===== config.mk =====
export PLATFORM = sky130hd
export DESIGN_NAME = base64_stream_encoder_unit
export DESIGN_NICKNAME = d
export VERILOG_FILES = /design/src/rtl/core/b64e_pkg.sv /design/src/rtl/core/b64e_front.sv /design/src/rtl/core/b64e_queue.sv /design/src/rtl/core/b64e_back.sv /design/src/rtl/core/base64_stream_encoder_unit.sv
export SDC_FILE = /design/constraint.sdc
export NUM_CORES = 1
export LEC_CHECK = 0
export ABC_AREA = 1
export ABC_CLOCK_PERIOD_IN_PS = 4700
export BUFFER_PORTS_ARGS = -buffer_cell sky130_fd_sc_hd__buf_2
export CAP_MARGIN = 10
export CORE_ASPECT_RATIO = 0.75
export CORE_MARGIN = 3
export CORE_UTILIZATION = 38
export CTS_CLUSTER_SIZE = 28
export DETAILED_ROUTE_END_ITERATION = 8
export GPL_TIMING_DRIVEN = 1
export PLACE_DENSITY = 0.65
export SLEW_MARGIN = 20
export SYNTH_ARGS = -nofsm -noshare
export SYNTH_HDL_FRONTEND = slang
export SYNTH_SLANG_ARGS = --single-unit

===== constraint.sdc =====
create_clock -name clk -period 4.7 [get_ports clk]
set_clock_uncertainty 0.1 [all_clocks]
set_input_delay 0.94 -clock clk [delete_from_list [all_inputs] [get_ports clk]]
set_output_delay 0.94 -clock clk [all_outputs]
set_load 0.01 [all_outputs]

===== src/rtl/core/b64e_pkg.sv =====
// shared types, constants and alphabet lookup for the base64 stream encoder
package b64e_pkg;

    localparam int unsigned QUEUE_DEPTH_DEF = 2;

    localparam logic [7:0] PAD_CHAR    = 8'h3D;
    localparam logic [5:0] SEXTET_MASK = 6'h3F;

    localparam logic [1:0] PAD_NONE = 2'd0;
    localparam logic [1:0] PAD_ONE  = 2'd1;
    localparam logic [1:0] PAD_TWO  = 2'd2;

    // one complete group ready for character generation
    typedef struct packed {
        logic [23:0] group;
        logic [1:0]  npad;
        logic        last;
    } grp_t;

    // sextet to ascii, standard alphabet
    function automatic logic [7:0] b64_char(input logic [5:0] s);
        logic [7:0] c;
        c = 8'h00;
        priority if (s < 6'd26)
            c = 8'h41 + {2'b00, s};
        else if (s < 6'd52)
            c = 8'h61 + {2'b00, s - 6'd26};
        else if (s < 6'd62)
            c = 8'h30 + {2'b00, s - 6'd52};
        else if (s == 6'd62)
            c = 8'h2B;
        else
            c = 8'h2F;
        return c;
    endfunction

endpackage


===== src/rtl/core/b64e_front.sv =====
// input side: byte collection and group classification
module b64e_front
    import b64e_pkg::*;
(
    input  logic       clk,
    input  logic       rst_n,
    input  logic       in_valid,
    output logic       in_stall,
    input  logic [7:0] in_byte,
    input  logic       is_final,
    input  logic       q_full,
    output logic       q_push,
    output grp_t       q_wdata
);

    logic [15:0] pend_reg, pend_next;
    logic [1:0]  cnt_reg, cnt_next;
    logic        acc;

    assign in_stall = q_full;
    assign acc      = in_valid && !q_full;

    always_comb
    begin
        pend_next     = pend_reg;
        cnt_next      = cnt_reg;
        q_push        = 1'b0;
        q_wdata.group = {pend_reg, in_byte};
        q_wdata.npad  = PAD_NONE;
        q_wdata.last  = is_final;
        if (acc)
        begin
            if (cnt_reg == 2'd2)
            begin
                q_push    = 1'b1;
                pend_next = 16'h0000;
                cnt_next  = 2'd0;
            end
            else if (!is_final)
            begin
                if (cnt_reg == 2'd0)
                    pend_next = {in_byte, 8'h00};
                else
                    pend_next = {pend_reg[15:8], in_byte};
                cnt_next = cnt_reg + 2'd1;
            end
            else
            begin
                q_push    = 1'b1;
                pend_next = 16'h0000;
                cnt_next  = 2'd0;
                if (cnt_reg == 2'd0)
                begin
                    q_wdata.group = {in_byte, 16'h0000};
                    q_wdata.npad  = PAD_TWO;
                end
                else
                begin
                    q_wdata.group = {pend_reg[15:8], in_byte, 8'h00};
                    q_wdata.npad  = PAD_ONE;
                end
            end
        end
    end

    always_ff @(posedge clk or negedge rst_n)
    begin
        if (!rst_n)
        begin
            pend_reg <= 16'h0000;
            cnt_reg  <= 2'd0;
        end
        else
        begin
            pend_reg <= pend_next;
            cnt_reg  <= cnt_next;
        end
    end

endmodule


===== src/rtl/core/b64e_queue.sv =====
// small group queue between front and back
module b64e_queue
    import b64e_pkg::*;
#(
    parameter int unsigned DEPTH = QUEUE_DEPTH_DEF
)
(
    input  logic clk,
    input  logic rst_n,
    input  logic push,
    input  grp_t wdata,
    output logic full,
    input  logic pop,
    output logic rvalid,
    output grp_t rdata
);

    localparam int unsigned PW = (DEPTH > 1) ? $clog2(DEPTH) : 1;
    localparam int unsigned CW = $clog2(DEPTH + 1);

    grp_t          slot_reg [DEPTH];
    logic [PW-1:0] wptr_reg, wptr_next;
    logic [PW-1:0] rptr_reg, rptr_next;
    logic [CW-1:0] cnt_reg, cnt_next;
    logic          do_push, do_pop;

    assign full    = (cnt_reg == CW'(DEPTH));
    assign rvalid  = (cnt_reg != '0);
    assign rdata   = slot_reg[rptr_reg];
    assign do_push = push && !full;
    assign do_pop  = pop && rvalid;

    always_comb
    begin
        wptr_next = wptr_reg;
        rptr_next = rptr_reg;
        cnt_next  = cnt_reg;
        if (do_push)
            wptr_next = (wptr_reg == PW'(DEPTH - 1)) ? '0 : wptr_reg + PW'(1);
        if (do_pop)
            rptr_next = (rptr_reg == PW'(DEPTH - 1)) ? '0 : rptr_reg + PW'(1);
        if (do_push && !do_pop)
            cnt_next = cnt_reg + CW'(1);
        else if (do_pop && !do_push)
            cnt_next = cnt_reg - CW'(1);
    end

    always_ff @(posedge clk or negedge rst_n)
    begin
        if (!rst_n)
        begin
            wptr_reg <= '0;
            rptr_reg <= '0;
            cnt_reg  <= '0;
        end
        else
        begin
            wptr_reg <= wptr_next;
            rptr_reg <= rptr_next;
            cnt_reg  <= cnt_next;
        end
    end

    always_ff @(posedge clk)
    begin
        if (do_push)
            slot_reg[wptr_reg] <= wdata;
    end

    // occupancy never runs past the depth
    a_cnt_bound: assert property (@(posedge clk) disable iff (!rst_n)
        cnt_reg <= CW'(DEPTH))
        else $error("queue count exceeds depth");

    // the front never pushes into a full queue
    a_no_overflow: assert property (@(posedge clk) disable iff (!rst_n)
        push |-> !full)
        else $error("push while queue full");

    // a pop with nothing held would replay a stale group
    a_no_underflow: assert property (@(posedge clk) disable iff (!rst_n)
        pop |-> rvalid)
        else $error("pop from empty queue");

    // a lone push raises the count by one next cycle
    a_cnt_push: assert property (@(posedge clk) disable iff (!rst_n)
        (do_push && !do_pop) |=> (cnt_reg == $past(cnt_reg) + CW'(1)))
        else $error("queue count missed a push");

endmodule


===== src/rtl/core/b64e_back.sv =====
// output side: four characters per group, one per cycle while out_stall is low, into an output register
module b64e_back
    import b64e_pkg::*;
(
    input  logic       clk,
    input  logic       rst_n,
    input  logic       q_valid,
    input  grp_t       q_rdata,
    output logic       q_pop,
    output logic       out_valid,
    input  logic       out_stall,
    output logic [7:0] out_char,
    output logic       out_last
);

    logic       busy_reg, busy_next;
    grp_t       cur_reg, cur_next;
    logic [1:0] idx_reg, idx_next;
    logic       ov_reg, ov_next;
    logic [7:0] ch_reg, ch_next;
    logic       lst_reg, lst_next;
    logic       emit, done, is_pad;
    logic [5:0] sext;

    assign emit  = busy_reg && (!ov_reg || !out_stall);
    assign done  = emit && (idx_reg == 2'd3);
    assign q_pop = q_valid && (!busy_reg || done);

    always_comb
    begin
        unique case (idx_reg)
            2'd0: sext = cur_reg.group[23:18];
            2'd1: sext = cur_reg.group[17:12];
            2'd2: sext = cur_reg.group[11:6];
            2'd3: sext = cur_reg.group[5:0];
        endcase
        is_pad = ((idx_reg == 2'd3) && (cur_reg.npad != PAD_NONE))
              || ((idx_reg == 2'd2) && (cur_reg.npad == PAD_TWO));
    end

    always_comb
    begin
        busy_next = busy_reg;
        cur_next  = cur_reg;
        idx_next  = idx_reg;
        ov_next   = ov_reg && out_stall;
        ch_next   = ch_reg;
        lst_next  = lst_reg;
        if (emit)
        begin
            ov_next  = 1'b1;
            ch_next  = is_pad ? PAD_CHAR : b64_char(sext & SEXTET_MASK);
            lst_next = (idx_reg == 2'd3) && cur_reg.last;
            idx_next = idx_reg + 2'd1;
        end
        if (done)
            busy_next = 1'b0;
        if (q_pop)
        begin
            busy_next = 1'b1;
            cur_next  = q_rdata;
            idx_next  = 2'd0;
        end
    end

    always_ff @(posedge clk or negedge rst_n)
    begin
        if (!rst_n)
        begin
            busy_reg <= 1'b0;
            idx_reg  <= 2'd0;
            ov_reg   <= 1'b0;
        end
        else
        begin
            busy_reg <= busy_next;
            idx_reg  <= idx_next;
            ov_reg   <= ov_next;
        end
    end

    always_ff @(posedge clk)
    begin
        cur_reg <= cur_next;
        ch_reg  <= ch_next;
        lst_reg <= lst_next;
    end

    assign out_valid = ov_reg;
    assign out_char  = ch_reg;
    assign out_last  = lst_reg;

    // a character leaves only from a group in hand
    a_emit_busy: assert property (@(posedge clk) disable iff (!rst_n)
        emit |-> busy_reg)
        else $error("emit without a group");

    // a new character appears only after the previous one was taken
    a_no_overwrite: assert property (@(posedge clk) disable iff (!rst_n)
        (ov_reg && out_stall) |=> (ov_reg && $stable(ch_reg)))
        else $error("output overwritten while stalled");

endmodule


===== src/rtl/core/base64_stream_encoder_unit.sv =====
// top level of the base64 stream encoder
//
// input channel: in_valid / in_stall with in_byte and is_final; one raw byte per
// word, is_final marks the last byte of a message.
// output channel: out_valid / out_stall with out_char and out_last; one ascii
// character per word, out_last on the final character of a message.
// every third byte of a group, or a final byte, yields exactly four characters
// (a short final group is padded with '=').
// the byte that closes a group passes through the group queue, the group register
// and the output register before the first character of the group is offered.
// throughput: the character generator produces one character per cycle while
// out_stall is low, and it takes the next group as it emits the last character of
// a group. a byte that does not close a group is taken as long as the group queue
// has room.
// in_stall rises when the group queue is full; out_stall holds the output
// register and the generator, while bytes keep flowing until the queue fills.
// reset clears pending bytes, the queue and the output valid; the first byte
// after reset, or after a final byte, starts a new message.
module base64_stream_encoder_unit
    import b64e_pkg::*;
#(
    parameter int unsigned QUEUE_DEPTH = QUEUE_DEPTH_DEF
)
(
    input  logic       clk,
    input  logic       rst_n,
    input  logic       in_valid,
    output logic       in_stall,
    input  logic [7:0] in_byte,
    input  logic       is_final,
    output logic       out_valid,
    input  logic       out_stall,
    output logic [7:0] out_char,
    output logic       out_last
);

    // front to queue
    logic q_push;
    logic q_full;
    grp_t q_wdata;

    // queue to back
    logic q_pop;
    logic q_valid;
    grp_t q_rdata;

    b64e_front u_front (
        .clk      (clk),
        .rst_n    (rst_n),
        .in_valid (in_valid),
        .in_stall (in_stall),
        .in_byte  (in_byte),
        .is_final (is_final),
        .q_full   (q_full),
        .q_push   (q_push),
        .q_wdata  (q_wdata)
    );

    b64e_queue #(
        .DEPTH (QUEUE_DEPTH)
    ) u_queue (
        .clk    (clk),
        .rst_n  (rst_n),
        .push   (q_push),
        .wdata  (q_wdata),
        .full   (q_full),
        .pop    (q_pop),
        .rvalid (q_valid),
        .rdata  (q_rdata)
    );

    b64e_back u_back (
        .clk       (clk),
        .rst_n     (rst_n),
        .q_valid   (q_valid),
        .q_rdata   (q_rdata),
        .q_pop     (q_pop),
        .out_valid (out_valid),
        .out_stall (out_stall),
        .out_char  (out_char),
        .out_last  (out_last)
    );

endmodule


==> impl_metrics.tcl, run 1 <==
set metrics [dict create \
    worstPathMaxFanout 11 \
    wirelength_mm 9.95 \
    power.density_nw_per_um2 811 \
    clk_pin_slew_worst_paths_ns 0.05 \
    final.setup.tns_ns 0 \
    drc 0 \
    multiInputGateArea_sq_um 1790 \
    max_slew_margin_pct 49.2 \
    root_buffer "clkbuf_16" \
    worst_path_largest_cell_delay_ns 0.39 \
    core_area_sq_um 13800 \
    syn_area_sq_um 5410 \
    htreeDepth 4 \
    synthArstFlopShare_pct 22.4 \
    synth_seq_cells 116 \
    worst-setup-path-type "register to register" \
    tritoncts "done" \
    yosys.area.top_type_share_pct 50.0 \
    path_buf_inv 4 \
    synth_nets 539 \
    start_kind "register" \
    port_buffers 23 \
    dp_cells 704 \
    syn_to_final_growth_pct 15.8 \
    ant_nets 0 \
    cts_resized 0 \
    postSynthCellCount 512 \
    numCtsBuffers 17 \
    synth_top_cell_by_area "edfxtp_1" \
    crit_family "adder cells" \
    die_area_sq_um 15700 \
    instances_no_fill 736 \
    drtIter0Drc 191 \
    synthFlopType "edfxtp_1" \
    crit_chain "inv_1 -> ha_1 -> inv_2 -> nand2_2 -> o21bai_4 -> ha_1 -> inv_1 -> nand2_4 -> nand2_1 -> ha_1 -> nand3_1 -> nand2_1 -> inv_1 -> nand2_1 -> nand2_1" \
    cts_buffer_depth 2 \
    fill_cells 1274 \
    final-seq-area_sq_um 3350 \
    die_h_um 109 \
    cp_common_cell "nand2_1" \
    initial_utilization_pct 39.1 \
    drtPass1Iterations 4 \
    io_pins 24 \
    ys_seq_area_share_pct 62.0 \
    worst_pin_slew_ns 0.757 \
    chipWidth_um 144 \
    cp_slowest_cell "dfrtp_1" \
    layout_min_cycle_time_ns 2.66 \
    post_cts_buffers 0 \
    clock-sinks 116 \
    diodes 0 \
    viasPerCell 4.74 \
    fin_crit_sh_pct 56.6 \
    leakagePower_nw 2.67 \
    syn_area_per_cell_sq_um 10.6 \
    cp-end-kind "register" \
    finalInstanceArea_sq_um 6260 \
    dp_hpwl_mm 7.29 \
    synth_edf_count 90 \
    max_freq_ghz 0.376 \
    hp-class "register to register" \
    place_congestion 0.899 \
    vdd_drop_max_mv 0.311 \
    rsz0062_at_grt "false" \
    avgRoutedWirePerCell_um 13.5 \
    cap_violations 0 \
    num_vias 3488 \
    synthTopCellsByArea "edfxtp_1, dfrtp_1, nand2_1" \
    placed_cell_area_sq_um 5720 \
    grt_pass1_vias 3292 \
    maxSlewViolCount 0 \
    setup_viol 0 \
    worstPathArrival_ns 2.72 \
    num_rows 37 \
    largest_reg_flops 54 \
    drive_gt1_share_pct 18.4 \
    finalPower_w 0.00508 \
    postCtsHoldBufs 0 \
    clkLatencyLatePin_ns 0.41 \
    grt_max_degree 33 \
    antenna_found_initial 0 \
    gr-usage-all-layers_pct 13.6 \
    required_ns 4.76 \
    ys_types 42 \
    status "finished, final reports clean" \
    grt_overflow 0 \
    ys_warn_count 0 \
    hold_violations 0 \
    nNetsFinal 575 \
    grt_first_pass_wirelength_mm 16.2 \
]
==> worst min-delay path: cells and delay by family, from the launching register on <==
| family | cells | cell delay (ns) |
|---|---|---|
| buf+inv | 1 | 0.05 |
| flops | 1 | 0.34 |
| simple gates | 1 | 0.05 |
==> path summary, 6_finish.rpt <==
kind / end / startpoint / slack, ns / cells after the start
hold reg to reg: u_back.out_valid$_DFF_PN0_ / u_back.busy_reg$_DFFE_PN0P_ / 0.38 / 2
hold / removal: u_back.out_valid$_DFF_PN0_ / u_back.busy_reg$_DFFE_PN0P_ / 0.38 / 2
min in group asynchronous: u_front.pend_reg[0]$_DFFE_PN0P_ / rst_n / 0.43 / 1
max in group asynchronous: u_back.busy_reg$_DFFE_PN0P_ / rst_n / 3.68 / 1
setup / recovery: u_back.out_char[5]$_SDFFCE_PP1P_ / u_back.idx_reg[0]$_DFFE_PN0P_ / 2.04 / 15
setup reg to reg: u_back.out_char[5]$_SDFFCE_PP1P_ / u_back.idx_reg[0]$_DFFE_PN0P_ / 2.04 / 15
==> cell type report <==
type / count / area share [%]
multi-input cells: 331 / 28.5
well taps: 175 / 3.50
inverters: 55 / 3.42
clock buffers: 21 / 7.03
flip-flops and latches: 116 / 53.5
repair buffers: 27 / 2.32
clock inverters: 11 / 1.70
==> cell usage after synthesis (2+ instances only) <==
cell type  count
a21oi_1       18
clkbuf_1       6
clkinv_1       2
dfrtp_1       26
edfxtp_1      90
ha_1          14
inv_1         43
inv_2          7
inv_4          3
nand2_1      166
nand2_2        5
nand2_4        7
nand3_1       15
nand3_2        3
nor2_1        32
nor2_2         4
nor2_4         4
nor2_8         2
nor3_1         2
o21ai_0       18
o21ai_1        8
o21ai_2        2
o21bai_4       3
o22ai_1        8
xor2_1         7
==> routing by layer <==
metal	GRT usage, %	vias up	wire [um]
li1	-	1775	-
met1	19.2	1642	5080
met2	20.4	62	4470
met3	3.57	9	318
met4	4.64	0	81
met5	0	-	0
==> power by group <==
group | leakage [nW] | switching [W] | total (W) | internal, W
clock network | 0.258 | 0.000436 | 0.00116 | 0.000727
registers | 1.18 | 0.000115 | 0.00172 | 0.00160
logic | 1.24 | 0.00147 | 0.00220 | 0.000731
==> cell families (layout without fill, tap and decap cells) <==
family / after synthesis / in the layout / share of synthesized area [%]
buffers and inverters: 65 / 114 / 5.16
adder cells (fa/ha/maj): 14 / 14 / 3.24
AO/OA/AOI/OAI: 63 / 63 / 7.43
AND/OR/NAND/NOR: 246 / 246 / 20.9
XOR/XNOR: 8 / 8 / 1.30
flip-flops: 116 / 116 / 62.0
==> through the flow <==
stage | hold WS (ns) | util [%] | setup WS (ns)
floorplan | 0.347 | - | 0.930
global placement | 0.360 | 41.3 | 1.78
detailed placement | 0.372 | 41.3 | 1.76
CTS | 0.385 | 45.2 | 1.99
global route | 0.421 | 45.2 | 1.80
finish | 0.382 | 45.2 | 2.04
==> placed cells by master, fill, tap and decap left out, types with 15 or more instances in the layout <==
master | netlist | final
nand2_1 | 166 | 166
edfxtp_1 | 90 | 90
inv_1 | 43 | 43
nor2_1 | 32 | 30
dfrtp_1 | 26 | 26
buf_2 | 0 | 23
o21ai_0 | 18 | 18
a21oi_1 | 18 | 17
clkbuf_16 | 0 | 17
nand3_1 | 15 | 15
Note: power is estimated with default switching activity, not from simulation.
==> inputs of run 2 (changes only) <==
--- a/config.mk
+++ b/config.mk
@@ -6,7 +6,7 @@
 export NUM_CORES = 1
 export LEC_CHECK = 0
 export ABC_AREA = 1
-export ABC_CLOCK_PERIOD_IN_PS = 4700
+export ABC_CLOCK_PERIOD_IN_PS = 2350
 export BUFFER_PORTS_ARGS = -buffer_cell sky130_fd_sc_hd__buf_2
 export CAP_MARGIN = 10
 export CORE_ASPECT_RATIO = 0.75
@@ -15,7 +15,7 @@
 export CTS_CLUSTER_SIZE = 28
 export DETAILED_ROUTE_END_ITERATION = 8
 export GPL_TIMING_DRIVEN = 1
-export PLACE_DENSITY = 0.65
+export PLACE_DENSITY = 0.67
 export SLEW_MARGIN = 20
 export SYNTH_ARGS = -nofsm -noshare
 export SYNTH_HDL_FRONTEND = slang
==> constraint.sdc (replaced) <==
create_clock -name clk -period 2.35 [get_ports clk]
set_clock_uncertainty 0.1 [all_clocks]
set_input_delay 0.47 -clock clk [delete_from_list [all_inputs] [get_ports clk]]
set_output_delay 0.47 -clock clk [all_outputs]
set_load 0.01 [all_outputs]
==> run 2 against run 1 <==
  * The flow now finishes with violations (negative setup slack)
  * Design area grew 9.2%
  * Final cell count rose by 4.6%
  * Core utilization rose by 4.2 points
  * Clock power up 140%
  * Critical path depth did not move
  * Combinational power rose to 2.5 times the previous value
  * Maximum frequency increased by 12%
  * Sequential cell count is the same
  * Register-to-register slack lost 2.1 ns
  * Total power increased by 130%
  * Sequential power rose by 100%
  * Hold slack worse by 0.19 ns
  * Critical path type unchanged
==> impl_metrics.tcl, run 2 (synthesis gave the netlist of run 1 again) <==
set metrics [dict create \
    status "finished, violations left" \
    violations "negative setup slack" \
    port_buffers 23 \
    cp-end-kind "register" \
    cap_violations 0 \
    max_freq_ghz 0.422 \
    place_congestion 0.888 \
    ant_nets 0 \
    mostFrequentLayoutCells "nand2_1, edfxtp_1, inv_1, buf_4, nor2_1" \
    die_h_um 109 \
    clk_pin_slew_worst_paths_ns 0.06 \
    initial_utilization_pct 39.1 \
    grt_pass1_vias 3540 \
    core_area_sq_um 13800 \
    tritoncts "done" \
    grt_max_degree 32 \
    drtPass1Iterations 5 \
    root_buffer "clkbuf_16" \
    leakagePower_nw 2.93 \
    cts_buffer_depth 2 \
    layout_min_cycle_time_ns 2.37 \
    htreeDepth 4 \
    setup_viol 1 \
    fin_crit_sh_pct 101 \
    syn_to_final_growth_pct 26.5 \
    wirelength_mm 11.1 \
    viasPerCell 4.75 \
    maxSlewViolCount 0 \
    drc 0 \
    drtIter0Drc 225 \
    dp_hpwl_mm 7.45 \
    clkLatencyLatePin_ns 0.41 \
    worstPathArrival_ns 2.41 \
    diodes 0 \
    grt_overflow 0 \
    antenna_found_initial 0 \
    num_rows 37 \
    final_common_cell "nand2_1" \
    layout_setup_ws_ns -0.0175 \
    drive_gt1_share_pct 27.4 \
    required_ns 2.39 \
    vdd_drop_max_mv 0.770 \
    gr-usage-all-layers_pct 14.4 \
    hold_violations 0 \
    worst-setup-path-type "register to register" \
    worst_pin_slew_ns 0.626 \
    finalPower_w 0.0118 \
    chipWidth_um 144 \
    rsz0062_at_grt "true" \
    nNetsFinal 609 \
    num_vias 3660 \
    io_pins 24 \
    final.setup.tns_ns -0.0175 \
    power.density_nw_per_um2 1730 \
    grt_first_pass_wirelength_mm 17.3 \
    worstPathMaxFanout 7 \
    hp-class "primary input to register" \
    avgRoutedWirePerCell_um 14.4 \
    clock-sinks 116 \
    start_kind "register" \
    largest_reg_flops 54 \
    utilization_pct 49.4 \
    max_slew_margin_pct 58.3 \
    die_area_sq_um 15700 \
    numCtsBuffers 17 \
]
## run 2: cell types whose count changed in the layout (fill, tap and decap cells not counted), sizes merged
| cell | previous run | this run |
|---|---|---|
| bufinv | 1 | 4 |
| dlygate4sd3 | 0 | 1 |
| clkinv | 8 | 4 |
| buf | 27 | 60 |
| clkbuf | 21 | 19 |
| inv | 54 | 57 |
## run 2: report_power, final
| part | total [W] | internal, W | switching, W |
|---|---|---|---|
| registers | 0.00350 | 0.00321 | 0.000290 |
| logic | 0.00557 | 0.00223 | 0.00333 |
| clock network | 0.00277 | 0.00182 | 0.000949 |
## run 2: per-stage QoR
step | instance area (sq um) | setup slack [ns] | std cells | hold WS (ns)
after floorplan | 5430 | -0.308 | 512 | 0.0744
after detailed placement | 5950 | -0.0782 | 728 | 0.368
after global routing | 6840 | -0.129 | 770 | 0.180
after global placement | 5950 | 0.00506 | 728 | 0.362
after CTS | 6610 | 0.00201 | 761 | 0.173
final | 6840 | -0.0175 | 770 | 0.188
## run 2: layout make-up
| cell class | count | area (sq um) |
|---|---|---|
| Clock inverter | 13 | 195 |
| Timing Repair Buffer | 61 | 455 |
| Clock buffer | 19 | 443 |
| Fill cell | 1196 | 7000 |
| Multi-Input combinational cell | 331 | 1950 |
| Sequential cell | 116 | 3350 |
| Tap cell | 175 | 219 |
| Inverter | 55 | 224 |
## run 2: critical path, stage by stage, from the launching register on
cell and delay [ns]:
dfrtp_1 0.44, inv_2 0.11, ha_4 0.19, inv_8 0.09
nor2_4 0.05, o21bai_4 0.20, ha_4 0.18, inv_2 0.06
nand2_4 0.07, buf_12 0.13, nor2_8 0.13, inv_4 0.06
nor2_1 0.08, o21ai_1 0.07, nand2_1 0.08, nand3_1 0.06
## run 2: final timing paths
kind	startpoint	endpoint	slack [ns]	cells after the start
max	u_back.idx_reg[0]$_DFFE_PN0P_	u_back.out_char[2]$_SDFFCE_PP1P_	-0.02	15
min reg2reg	u_front.pend_reg[2]$_DFFE_PN0P_	u_front.pend_reg[2]$_DFFE_PN0P_	0.39	2
max in group asynchronous	rst_n	u_back.out_valid$_DFF_PN0_	1.22	2
max reg2reg	u_back.idx_reg[0]$_DFFE_PN0P_	u_back.out_char[2]$_SDFFCE_PP1P_	-0.02	15
min in group asynchronous	rst_n	u_front.cnt_reg[0]$_DFFE_PN0P_	0.51	2
min	is_final	u_queue.slot_reg[1][0]$_DFFE_PP_	0.19	1
## run 2: metal layers
layer	GRT usage [%]	wire (um)	part of all wire, %	vias to the layer above
met4	5.65	155	1.4	0
li1	-	-	-	1837
met5	0	0	0	-
met1	19.3	5280	48	1751
met2	22.7	5240	47	58
met3	3.48	375	3.4	14
## run 2: repair_timing
action                                  CTS  global route
resized for setup                         3            38
endpoints found under the setup margin    6             8
buffers inserted                          0             9
endpoints found under the hold margin    19             0
pin swaps                                 0            18
hold buffers                              1             0
